[src/design/gondola_pendulation_synth_unit_macros.svh]
// Assertion helpers shared by the top, phase and mix design files.
`ifndef GONDOLA_PENDULATION_SYNTH_UNIT_MACROS_SVH
`define GONDOLA_PENDULATION_SYNTH_UNIT_MACROS_SVH

// Condition that must hold at every clock edge out of reset.
`define GPSYN_CHECK(label, cond, msg) \
    label: assert property (@(posedge i_clk) disable iff (!i_rst_n) (cond)) \
        else $error(msg);

// Condition that, once seen, must be followed by another on the next edge.
`define GPSYN_NEXT(label, ante, cons, msg) \
    label: assert property (@(posedge i_clk) disable iff (!i_rst_n) (ante) |=> (cons)) \
        else $error(msg);

`endif

[src/design/gpsyn_pkg.sv]
package gpsyn_pkg;

    // one beat's control travelling down the pipe
    typedef struct packed {
        logic valid;
        logic last;
    } t_beat_ctl;

    localparam int TIME_W  = 32;
    localparam int ANGLE_W = 27;
    localparam int TRIG_W  = 31;   // quarter-wave entries, 0 .. 2^30
    localparam int AMP_W   = 27;
    localparam int PROD_W  = TRIG_W + 1 + AMP_W;
    localparam int ACC_W   = 60;
    localparam int FRAC_W  = 30;
    localparam int SHIFT_W = ACC_W - FRAC_W;

    localparam int TDATA_IN_W  = 32;
    localparam int TDATA_OUT_W = 88;

    localparam int NUM_TONES   = 4;
    localparam int NUM_LOOKUPS = 5;
    localparam int NUM_PRODS   = 8;

    // tones, by period
    localparam int TONE_23  = 0;
    localparam int TONE_120 = 1;
    localparam int TONE_360 = 2;
    localparam int TONE_900 = 3;

    localparam int PERIOD [NUM_TONES] = '{23, 120, 360, 900};

    // table lookups
    localparam int LK_C23  = 0;
    localparam int LK_C120 = 1;
    localparam int LK_C360 = 2;
    localparam int LK_C900 = 3;
    localparam int LK_S360 = 4;

    localparam int LK_TONE [NUM_LOOKUPS] = '{TONE_23, TONE_120, TONE_360, TONE_900, TONE_360};
    localparam bit LK_IS_COS [NUM_LOOKUPS] = '{1'b1, 1'b1, 1'b1, 1'b1, 1'b0};

    localparam logic signed [AMP_W-1:0] AMP_E1 = 27'sd312339;
    localparam logic signed [AMP_W-1:0] AMP_E2 = 27'sd937017;
    localparam logic signed [AMP_W-1:0] AMP_E3 = 27'sd2811050;
    localparam logic signed [AMP_W-1:0] AMP_E4 = 27'sd7496132;
    localparam logic signed [AMP_W-1:0] AMP_A1 = 27'sd1249355;
    localparam logic signed [AMP_W-1:0] AMP_A2 = 27'sd1874033;
    localparam logic signed [AMP_W-1:0] AMP_R1 = 27'sd13493038;
    localparam logic signed [AMP_W-1:0] AMP_R2 = 27'sd33732594;

    // products: elevation 0..3, azimuth 4..5, roll 6..7
    localparam int PROD_LK [NUM_PRODS] = '{LK_C23, LK_C120, LK_C360, LK_C900,
                                           LK_C120, LK_C360, LK_C120, LK_S360};
    localparam logic signed [AMP_W-1:0] PROD_AMP [NUM_PRODS] = '{AMP_E1, AMP_E2, AMP_E3,
        AMP_E4, AMP_A1, AMP_A2, AMP_R1, AMP_R2};

    localparam logic signed [ACC_W-1:0] ROUND_HALF = ACC_W'(64'd1 << (FRAC_W - 1));
    localparam logic signed [SHIFT_W-1:0] SAT_HI = SHIFT_W'(67108863);
    localparam logic signed [SHIFT_W-1:0] SAT_LO = -SHIFT_W'(67108864);

    localparam logic [63:0] HALF_PI_Q30 = 64'd1686629713;
    localparam logic signed [63:0] ONE_Q30 = 64'sd1 << 30;

    // Taylor denominators (2n)(2n+1)
    localparam logic [63:0] TAYLOR_D1  = 64'd6;
    localparam logic [63:0] TAYLOR_D2  = 64'd20;
    localparam logic [63:0] TAYLOR_D3  = 64'd42;
    localparam logic [63:0] TAYLOR_D4  = 64'd72;
    localparam logic [63:0] TAYLOR_D5  = 64'd110;
    localparam logic [63:0] TAYLOR_D6  = 64'd156;
    localparam logic [63:0] TAYLOR_D7  = 64'd210;
    localparam logic [63:0] TAYLOR_D8  = 64'd272;
    localparam logic [63:0] TAYLOR_D9  = 64'd342;
    localparam logic [63:0] TAYLOR_D10 = 64'd420;
    localparam logic [63:0] TAYLOR_D11 = 64'd506;
    localparam logic [63:0] TAYLOR_D12 = 64'd600;

    // Quarter-wave entry k in Q30; elaboration only. A term that has reached
    // zero stays zero, so the series needs no early exit.
    function automatic logic [TRIG_W-1:0] sine_q30(input int unsigned k,
                                                   input int unsigned addr_bits);
        logic [63:0] theta;
        logic [63:0] x2;
        logic [63:0] term;
        logic signed [63:0] sum;
        theta = (HALF_PI_Q30 * 64'(k)) >> addr_bits;
        x2    = (theta * theta) >> 30;
        term  = theta;
        sum   = $signed(theta);
        term = ((term * x2) >> 30) / TAYLOR_D1;  sum = sum - $signed(term);
        term = ((term * x2) >> 30) / TAYLOR_D2;  sum = sum + $signed(term);
        term = ((term * x2) >> 30) / TAYLOR_D3;  sum = sum - $signed(term);
        term = ((term * x2) >> 30) / TAYLOR_D4;  sum = sum + $signed(term);
        term = ((term * x2) >> 30) / TAYLOR_D5;  sum = sum - $signed(term);
        term = ((term * x2) >> 30) / TAYLOR_D6;  sum = sum + $signed(term);
        term = ((term * x2) >> 30) / TAYLOR_D7;  sum = sum - $signed(term);
        term = ((term * x2) >> 30) / TAYLOR_D8;  sum = sum + $signed(term);
        term = ((term * x2) >> 30) / TAYLOR_D9;  sum = sum - $signed(term);
        term = ((term * x2) >> 30) / TAYLOR_D10; sum = sum + $signed(term);
        term = ((term * x2) >> 30) / TAYLOR_D11; sum = sum - $signed(term);
        term = ((term * x2) >> 30) / TAYLOR_D12; sum = sum + $signed(term);
        if (sum < 0) begin
            sum = 0;
        end
        if (sum > ONE_Q30) begin
            sum = ONE_Q30;
        end
        return sum[TRIG_W-1:0];
    endfunction

    // saturate a rounded sum to the angle range
    function automatic logic signed [ANGLE_W-1:0] sat_angle(
        input logic signed [SHIFT_W-1:0] v);
        logic signed [ANGLE_W-1:0] r;
        priority if (v > SAT_HI) begin
            r = SAT_HI[ANGLE_W-1:0];
        end else if (v < SAT_LO) begin
            r = SAT_LO[ANGLE_W-1:0];
        end else begin
            r = v[ANGLE_W-1:0];
        end
        return r;
    endfunction

endpackage

[src/design/gpsyn_phase.sv]
`include "gondola_pendulation_synth_unit_macros.svh"

module gpsyn_phase #(
    parameter int TABLE_ADDR_BITS = 10,
    parameter int PHASE_FRAC_BITS = 32
) (
    input  logic                                    i_clk,
    input  logic                                    i_rst_n,
    input  gpsyn_pkg::t_beat_ctl                    i_ctl,
    input  logic [gpsyn_pkg::TIME_W-1:0]            i_time,
    output logic                                    o_ready,
    output gpsyn_pkg::t_beat_ctl                    o_ctl,
    output logic [gpsyn_pkg::NUM_TONES-1:0][TABLE_ADDR_BITS+1:0] o_phase,
    input  logic                                    i_ready
);

    localparam int W  = TABLE_ADDR_BITS + 2;
    localparam int RW = PHASE_FRAC_BITS - 8;
    localparam int PW = gpsyn_pkg::TIME_W + RW;

    logic [gpsyn_pkg::NUM_TONES-1:0][W-1:0] n_phase;
    logic [gpsyn_pkg::NUM_TONES-1:0][W-1:0] r_phase;
    logic r_valid;
    logic r_last;
    logic en;

    assign en      = !r_valid || i_ready;
    assign o_ready = en;

    for (genvar g = 0; g < gpsyn_pkg::NUM_TONES; g++) begin : g_tone
        localparam logic [63:0] RECIP = ((64'd1 << RW) + 64'(gpsyn_pkg::PERIOD[g] / 2))
                                      / 64'(gpsyn_pkg::PERIOD[g]);
        logic [PW-1:0] prod;
        assign prod       = PW'(i_time) * PW'(RECIP[RW-1:0]);
        assign n_phase[g] = prod[PHASE_FRAC_BITS-1 -: W];
    end

    always_ff @(posedge i_clk) begin
        if (!i_rst_n) begin
            r_valid <= 1'b0;
        end else if (en) begin
            r_valid <= i_ctl.valid;
        end
    end

    always_ff @(posedge i_clk) begin
        if (en) begin
            r_phase <= n_phase;
            r_last  <= i_ctl.last;
        end
    end

    assign o_ctl.valid = r_valid;
    assign o_ctl.last  = r_last;
    assign o_phase     = r_phase;

    `GPSYN_NEXT(a_phase_hold, r_valid && !i_ready, r_valid && $stable(r_phase), "phase beat lost under stall")

endmodule

[config.mk]
export PLATFORM = sky130hd
export DESIGN_NAME = gpsyn_phase
export DESIGN_NICKNAME = d
export VERILOG_FILES = /design/src/design/gpsyn_pkg.sv /design/src/design/gpsyn_phase.sv
export VERILOG_INCLUDE_DIRS = /design/src /design/src/design
export SDC_FILE = /design/constraint.sdc
export NUM_CORES = 1
export LEC_CHECK = 0
export BUFFER_PORTS_ARGS = -buffer_cell sky130_fd_sc_hd__buf_2
export CAP_MARGIN = 20
export CORE_MARGIN = 2
export CORE_UTILIZATION = 50
export DETAILED_ROUTE_END_ITERATION = 16
export GPL_TIMING_DRIVEN = 0
export PLACE_DENSITY_LB_ADDON = 0.3
export SLEW_MARGIN = 20
export SYNTH_ARGS = -nofsm -noshare
export SYNTH_HDL_FRONTEND = slang
export SYNTH_SLANG_ARGS = --single-unit
[constraint.sdc]
create_clock -name i_clk -period 6.9 [get_ports i_clk]
set_input_delay 0.345 -clock i_clk [delete_from_list [all_inputs] [get_ports i_clk]]
set_output_delay 0.345 -clock i_clk [all_outputs]
set_load 0.1 [all_outputs]
==> impl_metrics.tcl <==
set metrics [dict create \
    status "finished clean" \
    setup.worst_path.start "i_time[4]" \
    die_w_um 195 \
    synthTopCellsByArea "fa_1 38%, ha_1 29%, inv_1 12%" \
    initial_core_util 0.509 \
    nets 2644 \
    avgSynthCellArea_um2 10.4 \
    dieArea_um2 37800 \
    clkLatencyLatePin_ns 0.33 \
    area_growth_pct 6.47 \
    worstHoldEndpoint "r_last" \
    ys_warn_count 0 \
    r2r_start "r_valid" \
    drv_slew 0 \
    slew_headroom 0.403 \
    grt_max_degree 52 \
    reg2reg_to "o_phase[0]" \
    crit_fanout 14 \
    cp_slowest_cell "o31ai_1" \
    hold_depth 1 \
    final_cells 2307 \
    hold_path_class "in -> reg" \
    finalSetupViolCount 0 \
    rows 69 \
    grt_overflow 0 \
    clock_skew_ns 0.0142 \
    grt_pass1_vias 13100 \
    fin_crit_ns 6.02 \
    post-cts-setup-buffers 0 \
    io_buffers 87 \
    syn_area_um2 18100 \
    root_buffer "clkbuf_16" \
    fp.dieH_um 195 \
    grt_use_total 0.242 \
    pre_cts_ws_ns 0.523 \
    synth-main-ff-cell "edfxtp_1" \
    maxCapViolations 0 \
    wire_per_inst_um 18.6 \
    setup_ws_ns 0.879 \
    io_pins 88 \
    first_pass_iters 5 \
    clk_pin_slew_ns 0.07 \
    synth_edf_count 49 \
    ys_seq_area_frac 0.0822 \
    cp-start-kind "input pin" \
    synth_top_area_share 0.379 \
    syn_inst 1751 \
    rsz0062_at_grt "no" \
    dp_hpwl_mm 35.9 \
    cts_tree "built" \
    htree_levels 2 \
    drtIter0Drc 481 \
    vias 11700 \
    most-common-layout-cells "588 x inv_1, 418 x ha_1, 344 x fa_1" \
    antenna_found_initial 0 \
    hold_slack_ns 0.196 \
    path_common_cell "fa_1" \
    antennaDiodeCount 0 \
    ff2ff_path_depth 1 \
    drive_above_1_share 0.0558 \
    crit_chain "buf_2 -> ha_1 -> xor2_1 -> ha_1 -> a21o_1 -> fa_1 -> inv_1 -> fa_1 -> fa_1 -> inv_1 -> fa_1 -> ha_1 -> nand4_1 -> o31ai_1 -> nand3_1 -> nand3_1 -> a31oi_1 -> xnor2_1" \
    numCtsBuffers 5 \
    dp.cells 2299 \
    worst_pin_slew_ns 0.888 \
    ant_nets 0 \
    cp-end-kind "register" \
    criticalPathCategory "in -> reg" \
    cts.sinks 50 \
    cts_resized 0 \
    yosysUniqueCellTypes 49 \
    cts.path.max_buffers 2 \
    hold_violations 0 \
    ff2ff_setup_slack_ns 5.62 \
    async_reset_ff_frac 0 \
    min-delay-start "i_ctl[0]" \
    syn_nets 2550 \
    drc_errors 0 \
    ys_seq_elements 50 \
    timing.final.crit_share 0.873 \
    setup_tns_ns 0 \
    layout_commonest_cell "inv_1" \
    gp_congestion 0.899 \
    fmax_mhz 166 \
    yosys.area.top_type "fa_1" \
    cp.arrival_ns 6.09 \
    via_per_inst 5.09 \
    fp.coreArea_um2 35700 \
    grt_pass1_wl_mm 69.6 \
    cp_data_required_time_ns 6.97 \
    slowest_delay_ns 0.75 \
    routed_wl_mm 42.9 \
    hold_buffers 0 \
]
-- flip-flops by register name, summed over array words and instances, names as in the netlist --
name and flops:
r_last 1, r_valid 1, o_phase 48
-- worst max path at each step --
| stage | slack, ns | cells past startpoint | end |
|---|---|---|---|
| after floorplan | 1.85 | 19 | o_phase[35] |
| after global placement | 0.51 | 18 | o_phase[11] |
| after detailed placement | 0.52 | 18 | o_phase[11] |
| after CTS | 0.84 | 18 | o_phase[11] |
| after global routing | 0.53 | 18 | o_phase[47] |
| final | 0.88 | 18 | o_phase[11] |
-- critical path: cells and delay by family --
kind | cells | cell delay (ns)
buf+inv | 3 | 0.52
simple gates | 3 | 0.69
fa+ha+maj | 7 | 3.07
compound gates | 3 | 1.08
xor+xnor | 2 | 0.36
-- routing by layer --
metal	track usage	vias up	routed length, um
met3	0.0333	69	1830
met5	0	-	0
met1	0.316	5890	18600
met2	0.424	232	21300
met4	0.0610	0	1070
li1	-	5558	-
-- cell families after synthesis --
kind of cell	share of synthesized area
adder cells (fa/ha/maj)	0.668
buffers and inverters	0.122
AO/OA/AOI/OAI	0.0482
AND/OR/NAND/NOR	0.0305
XOR/XNOR	0.0490
flip-flops	0.0822
-- synth_stat cells, types with 2 or more instances --
cell and count:
a211o_1 3, a211oi_1 7, a21boi_0 2, a21o_1 25, a21oi_1 40, a311oi_1 2
a31oi_1 4, and2_1 3, and3_1 4, buf_4 2, edfxtp_1 49, fa_1 344
ha_1 418, inv_1 588, nand2_1 21, nand2b_1 3, nand3_1 12, nand3b_1 3
nand4_1 12, nor2_1 36, nor3_1 12, nor4_1 2, o211ai_1 4, o21a_1 6
o21ai_0 21, o31a_1 2, o31ai_1 5, or2_2 3, xnor2_1 70, xor2_1 29
-- stage by stage --
step           area [um^2]  utilization
2_1_floorplan        18100            -
3_3_place_gp         19200        0.537
3_5_place_dp         19200        0.538
4_1_cts              19300        0.542
5_1_grt              19300        0.542
6_report             19300        0.542
-- layout make-up --
class,count,area (um^2)
Tap cell,461,577
Sequential cell,50,1490
Fill cell,3220,16300
Buffer,2,15.0
Clock buffer,5,125
Multi-Input combinational cell,1111,14400
Timing Repair Buffer,87,435
Inverter,588,2210
Clock inverter,3,28.8
Power is not shown: default switching activity piles up to over one toggle a cycle in this logic, so the estimate is an artifact.
